==> config.mk <==
export PLATFORM = sky130hd
export DESIGN_NAME = hcic_front
export DESIGN_NICKNAME = d
export VERILOG_FILES = /design/src/rtl/hcic_pkg.sv /design/src/rtl/hcic_front.sv
export SDC_FILE = /design/constraint.sdc
export NUM_CORES = 1
export LEC_CHECK = 0
export BUFFER_PORTS_ARGS = -buffer_cell sky130_fd_sc_hd__buf_4
export CORE_ASPECT_RATIO = 0.6
export CORE_MARGIN = 2
export CORE_UTILIZATION = 54
export CTS_CLUSTER_DIAMETER = 80
export DETAILED_ROUTE_END_ITERATION = 10
export GPL_ROUTABILITY_DRIVEN = 0
export PLACE_DENSITY = 0.92
export SETUP_SLACK_MARGIN = 0.5
export SKIP_LAST_GASP = 1
export SLEW_MARGIN = 0
export SYNTH_ARGS = -nofsm -noshare
export SYNTH_HDL_FRONTEND = slang
export SYNTH_SLANG_ARGS = --single-unit
export TNS_END_PERCENT = 10
==> constraint.sdc <==
create_clock -name clk_i -period 6.9 [get_ports clk_i]
set_clock_uncertainty 0.15 [all_clocks]
set_input_delay 0.69 -clock clk_i [delete_from_list [all_inputs] [get_ports clk_i]]
set_output_delay 0.69 -clock clk_i [all_outputs]
set_load 0.02 [all_outputs]
==> src/rtl/hcic_pkg.sv <==
// shared constants, config register indexes and crc helper for the hash chain insert unit
package hcic_pkg;

  typedef enum logic [1:0] {
    CFG_LEVEL     = 2'd0,
    CFG_THRESHOLD = 2'd1,
    CFG_HASH_MASK = 2'd2,
    CFG_WIN_MASK  = 2'd3
  } cfg_index_e;

  localparam int unsigned CfgIndexW = 2;
  localparam int unsigned CfgDataW  = 16;
  localparam int unsigned PosW      = 16;
  localparam int unsigned WordW     = 32;
  localparam int unsigned LevelW    = 4;
  localparam int unsigned HashMaskW = 16;
  localparam int unsigned WinMaskW  = 15;
  localparam int unsigned QueueDepth = 4;

  localparam logic [LevelW-1:0]    LevelReset     = 4'd6;
  localparam logic [LevelW-1:0]    ThresholdReset = 4'd5;
  localparam logic [HashMaskW-1:0] HashMaskReset  = 16'hFFFF;
  localparam logic [WinMaskW-1:0]  WinMaskReset   = 15'h7FFF;

  localparam logic [WordW-1:0] ThreeByteMask = 32'h00FF_FFFF;
  localparam logic [WordW-1:0] Crc32cPoly    = 32'h82F6_3B78;

  // crc32c of a word with only bit idx set, zero start, no final inversion
  function automatic logic [WordW-1:0] crc_col(input int unsigned idx);
    logic [WordW-1:0] c;
    c = WordW'(1) << idx;
    for (int b = 0; b < WordW; b++) begin
      if (c[0]) begin
        c = (c >> 1) ^ Crc32cPoly;
      end else begin
        c = c >> 1;
      end
    end
    return c;
  endfunction

endpackage

==> src/rtl/hcic_front.sv <==
// front part: config registers, item accept and crc32c bucket hashing
module hcic_front
  import hcic_pkg::*;
#(
  parameter int unsigned HASH_BITS   = 16,
  parameter int unsigned WINDOW_BITS = 15
) (
  input  logic                 clk_i,
  input  logic                 rst_ni,
  input  logic                 start,
  output logic                 busy,
  input  logic [PosW-1:0]      position_i,
  input  logic [WordW-1:0]     next_bytes_i,
  input  logic                 last_i,
  input  logic                 cfg_valid_i,
  output logic                 cfg_ready_o,
  input  logic [CfgIndexW-1:0] cfg_index_i,
  input  logic [CfgDataW-1:0]  cfg_data_i,
  input  logic                 clearing_i,
  input  logic                 queue_full_i,
  output logic                 push_o,
  output logic [1+WINDOW_BITS+HASH_BITS+PosW-1:0] push_data_o
);

  logic [LevelW-1:0]    level_q;
  logic [LevelW-1:0]    threshold_q;
  logic [HashMaskW-1:0] hash_mask_q;
  logic [WinMaskW-1:0]  win_mask_q;

  logic [WordW-1:0]       word;
  logic [WordW-1:0]       terms [WordW];
  logic [WordW-1:0]       crc;
  logic [HASH_BITS-1:0]   bucket;
  logic [WINDOW_BITS-1:0] link;

  assign cfg_ready_o = 1'b1;

  always_ff @(posedge clk_i or negedge rst_ni) begin
    if (!rst_ni) begin
      level_q     <= LevelReset;
      threshold_q <= ThresholdReset;
      hash_mask_q <= HashMaskReset;
      win_mask_q  <= WinMaskReset;
    end else if (cfg_valid_i) begin
      case (cfg_index_e'(cfg_index_i))
        CFG_LEVEL:     level_q     <= cfg_data_i[LevelW-1:0];
        CFG_THRESHOLD: threshold_q <= cfg_data_i[LevelW-1:0];
        CFG_HASH_MASK: hash_mask_q <= cfg_data_i[HashMaskW-1:0];
        CFG_WIN_MASK:  win_mask_q  <= cfg_data_i[WinMaskW-1:0];
        default: ;
      endcase
    end
  end

  assign word = (level_q >= threshold_q) ? (next_bytes_i & ThreeByteMask) : next_bytes_i;

  for (genvar g = 0; g < WordW; g++) begin : g_crc
    localparam logic [WordW-1:0] Col = crc_col(g);
    assign terms[g] = word[g] ? Col : '0;
  end

  always_comb begin
    crc = '0;
    for (int i = 0; i < WordW; i++) begin
      crc = crc ^ terms[i];
    end
  end

  assign bucket = crc[HASH_BITS-1:0] & hash_mask_q[HASH_BITS-1:0];
  assign link   = position_i[WINDOW_BITS-1:0] & win_mask_q[WINDOW_BITS-1:0];

  assign busy        = clearing_i || queue_full_i;
  assign push_o      = start && !busy;
  assign push_data_o = {last_i, link, bucket, position_i};

endmodule

==> parameters.txt <==
Parameter                              Value

Status
  Status    finished clean

STA
  Fin. Hold Viols    0
  Hold WS    213 ps
  Final-report setup violation count    0
  Worst slew margin    0.423
  Crit path time final    between 3000 and 4000 ps
  Period utilisation layout    0.545
  Max Freq    266 MHz
  Count of final max-slew check failures    0
  Setup TNS Final    0 ps
  Setup repair after global routing missed its margin    false
  Transition at the pin with the smallest max-transition slack    between 800 and 900 ps

GRT
  Wire length of the first global-routing pass    12.4 mm
  Via count of the first global-routing pass    2,520
  Pin count of the biggest net entering global routing    40
  Overall Global Routing Usage    0.234
  Number of antenna violations at the first check in global routing    0
  Global-route congestion overflow total    0

Drt
  Mean number of vias per cell    4.99
  Vias after detailed routing    2,474
  Pre-antenna DRT Iters    4
  Total routed wirelength    7.86 mm
  Drt wl/cell    roughly 16 um
  Number of DRC violations after detailed routing    0
  Post-route ant nets    0
  DR iter-0 viols    111

Setup path
  Arrival time of the worst setup path    slightly below 3000 ps
  Crit-path cells    ha_1 -> nand2b_1 -> a21oi_1 -> o211ai_1 -> xnor2_1 -> xnor3_1 -> and2_1 -> buf_4
  Critical Path RT    6060 ps
  Critical-path cell with the highest stage delay    sky130_fd_sc_hd__dfstp_2
  Max stage delay on crit path    530 ps
  Critical path class    flop to output port
  Max FO, Critical Path    9
  Critical path capture point type    output port
  Nature of the critical path startpoint    flop

Logic synthesis
  Yosys warning count    0
  Largest cells by area after synthesis    sky130_fd_sc_hd__dfstp_2, sky130_fd_sc_hd__xnor2_1, sky130_fd_sc_hd__mux2_2
  Compound-gate portion of the synthesized area    0.0319
  Sequential share of the synthesized area    0.303
  Adder and majority gate portion of the synthesized area    0.0148
  Portion of netlist area occupied by mux cells    0.130
  Combinational family with the most area after synthesis    XOR/XNOR gates
  Post-synth EDFFs    0
  Ranking of synthesized cells by instance count    sky130_fd_sc_hd__xnor2_1, sky130_fd_sc_hd__mux2_2, sky130_fd_sc_hd__dfstp_2, sky130_fd_sc_hd__xor2_1, sky130_fd_sc_hd__and2_1
  Post-synthesis net count    391
  Post-Syn Area    about 3400 um2
  Register bit count reported by yosys    39
  Synth async-reset ratio    1.00
  Simple logic cell fraction of the synthesized area    0.0857
  Fraction of synthesized cell area taken by the top area cell type    0.273
  Syn Area/Cell    10.7 um2
  Cell with the most instances after synthesis    sky130_fd_sc_hd__xnor2_1
  Yosys cell types    31
  Most frequently used flop master after synthesis    sky130_fd_sc_hd__dfstp_2
  Most area-hungry cell type in the Yosys netlist    sky130_fd_sc_hd__dfstp_2
  XOR/XNOR share of the synthesized area    0.374
  Synthesized netlist cell count    314

Power and ir drop
  P_leak    0.00187 uW
  Power Dens Cells    284 nW/um2
  VDD IR max    0.196 mV

Layout
  Fraction of final layout cells sized beyond drive strength 1    0.493
  Fraction of the core area covered by cells at the end of the flow    0.705
  Total number of nets in the final design    488
  Footprint of the multi-input gates    2150 um2
  Filler cells    468
  Growth of design area from synthesis to finish    27.2%
  Flip-flop and latch area    between 1000 and 1500 um2
  Number of inserted diodes    0

Clock network
  Post-CTS Hold Fix Bufs    0
  Clock-pin slew on the worst setup and hold paths    70 ps
  Worst-case clock buffer depth    2
  Gates resized, CTS repair    0
  Clock latency at the later pin of the worst-skew pair    slightly below 300 ps
  CTS buffer count    5
  Number of H-tree levels    2
  CTS tree    yes
  Setup Fix Bufs, Post-CTS    0
  Number of sinks driven by the clock tree    39
  Cell at the root of the clock tree    sky130_fd_sc_hd__clkbuf_8

Worst hold path
  Path type of the worst min-delay path    primary input to asynchronous set/reset pin

Floorplanning
  IO Pins    124
  Initial Util    0.554
  FP Rows    22
  Die boundary width    106 um
  Die Area    6910 um2
  Core Area    6080 um2
  Die height    roughly 65 um

Placed design
  HPWL after DPL    6.67 mm
  Count of buffers inserted at the top-level ports    approximately 120

Run
  Count of max-cap constraint violations    0
layer usage:
metal	vias up	GRT usage	wire length, um
met5	-	0	0
met4	0	0.0280	35
met3	5	0.0685	789
met2	105	0.378	3450
met1	1164	0.324	3590
li1	1200	-	-
worst paths after layout:
check / from / end / slack [ps] / cells past startpoint
setup reg to reg: threshold_q[3] / threshold_q[3] / 5980 / 1
min in group clk_i: threshold_q[1] / threshold_q[1] / 360 / 1
hold reg to reg: threshold_q[1] / threshold_q[1] / 360 / 1
max in group asynchronous: rst_ni / hash_mask_q[8] / 6030 / 1
setup / recovery: threshold_q[0] / push_data_o[19] / 3140 / 8
hold / removal: rst_ni / threshold_q[3] / 210 / 1
worst max-delay path: cells and delay by family, from the launching register on:
family / cells / cell delay (ps)
AOI/OAI and AO/OA: 2 / 690
xor gates and xnor gates: 2 / 730
adders and majority gates: 1 / 220
buffers and inverters: 1 / 150
DFF: 1 / 530
and+or+nand+nor: 2 / 300
placed cells by master, fill, tap and decap left out, types with 2 or more instances in the layout:
cell type and instances:
sky130_fd_sc_hd__inv_1 5, sky130_fd_sc_hd__nand3_1 3, sky130_fd_sc_hd__xnor2_1 89, sky130_fd_sc_hd__mux2_2 38, sky130_fd_sc_hd__nand2_1 3, sky130_fd_sc_hd__clkbuf_8 7, sky130_fd_sc_hd__xor2_1 28, sky130_fd_sc_hd__ha_1 4
sky130_fd_sc_hd__nand3b_1 2, sky130_fd_sc_hd__a21oi_1 2, sky130_fd_sc_hd__nand2b_1 2, sky130_fd_sc_hd__xnor3_1 9, sky130_fd_sc_hd__buf_4 119, sky130_fd_sc_hd__o21ai_0 8, sky130_fd_sc_hd__dfrtp_1 4, sky130_fd_sc_hd__nor2_1 9
sky130_fd_sc_hd__and2_1 24, sky130_fd_sc_hd__nor2b_1 4, sky130_fd_sc_hd__o211ai_1 7, sky130_fd_sc_hd__dfstp_2 35
cell families (layout without fill, tap and decap cells):
logic type / after synthesis / in the layout
compound gates: 18 / 18
flops: 39 / 39
buf+inv: 34 / 132
fa+ha+maj: 4 / 4
simple gates: 51 / 51
other cells: 1 / 1
xor+xnor: 128 / 128
mux: 39 / 39
layout make-up:
| class | instances | area share |
|---|---|---|
| Multi-Input combinational cell | 241 | 0.501 |
| Sequential cell | 39 | 0.238 |
| Timing Repair Buffer | 119 | 0.208 |
| Clock inverter | 1 | 0.00175 |
| Tap cell | 84 | 0.0245 |
| Inverter | 5 | 0.00438 |
| Clock buffer | 7 | 0.0225 |
power breakdown:
part | switching (uW) | total (uW) | internal, uW
combinational | 369 | 731 | 361
sequential | 19.8 | 319 | 300
clock | 78.9 | 170 | 90.9
sequential cells by signal (all words and copies together), names as in the netlist:
register and cells:
win_mask_q 15, threshold_q 4, level_q 4, hash_mask_q 16
stage by stage:
stage / power [uW] / worst slack (ps) / area, um2 / instances
after global placement: 1040 / 3510 / 4190 / 488
after global routing: 1290 / 2940 / 4290 / 496
final: 1220 / 3140 / 4290 / 496
after CTS: 1230 / 3140 / 4290 / 496
after floorplan: 816 / 3800 / 3370 / 314
after detailed placement: 1050 / 3450 / 4190 / 488
Note: power is estimated with default switching activity, not from simulation.
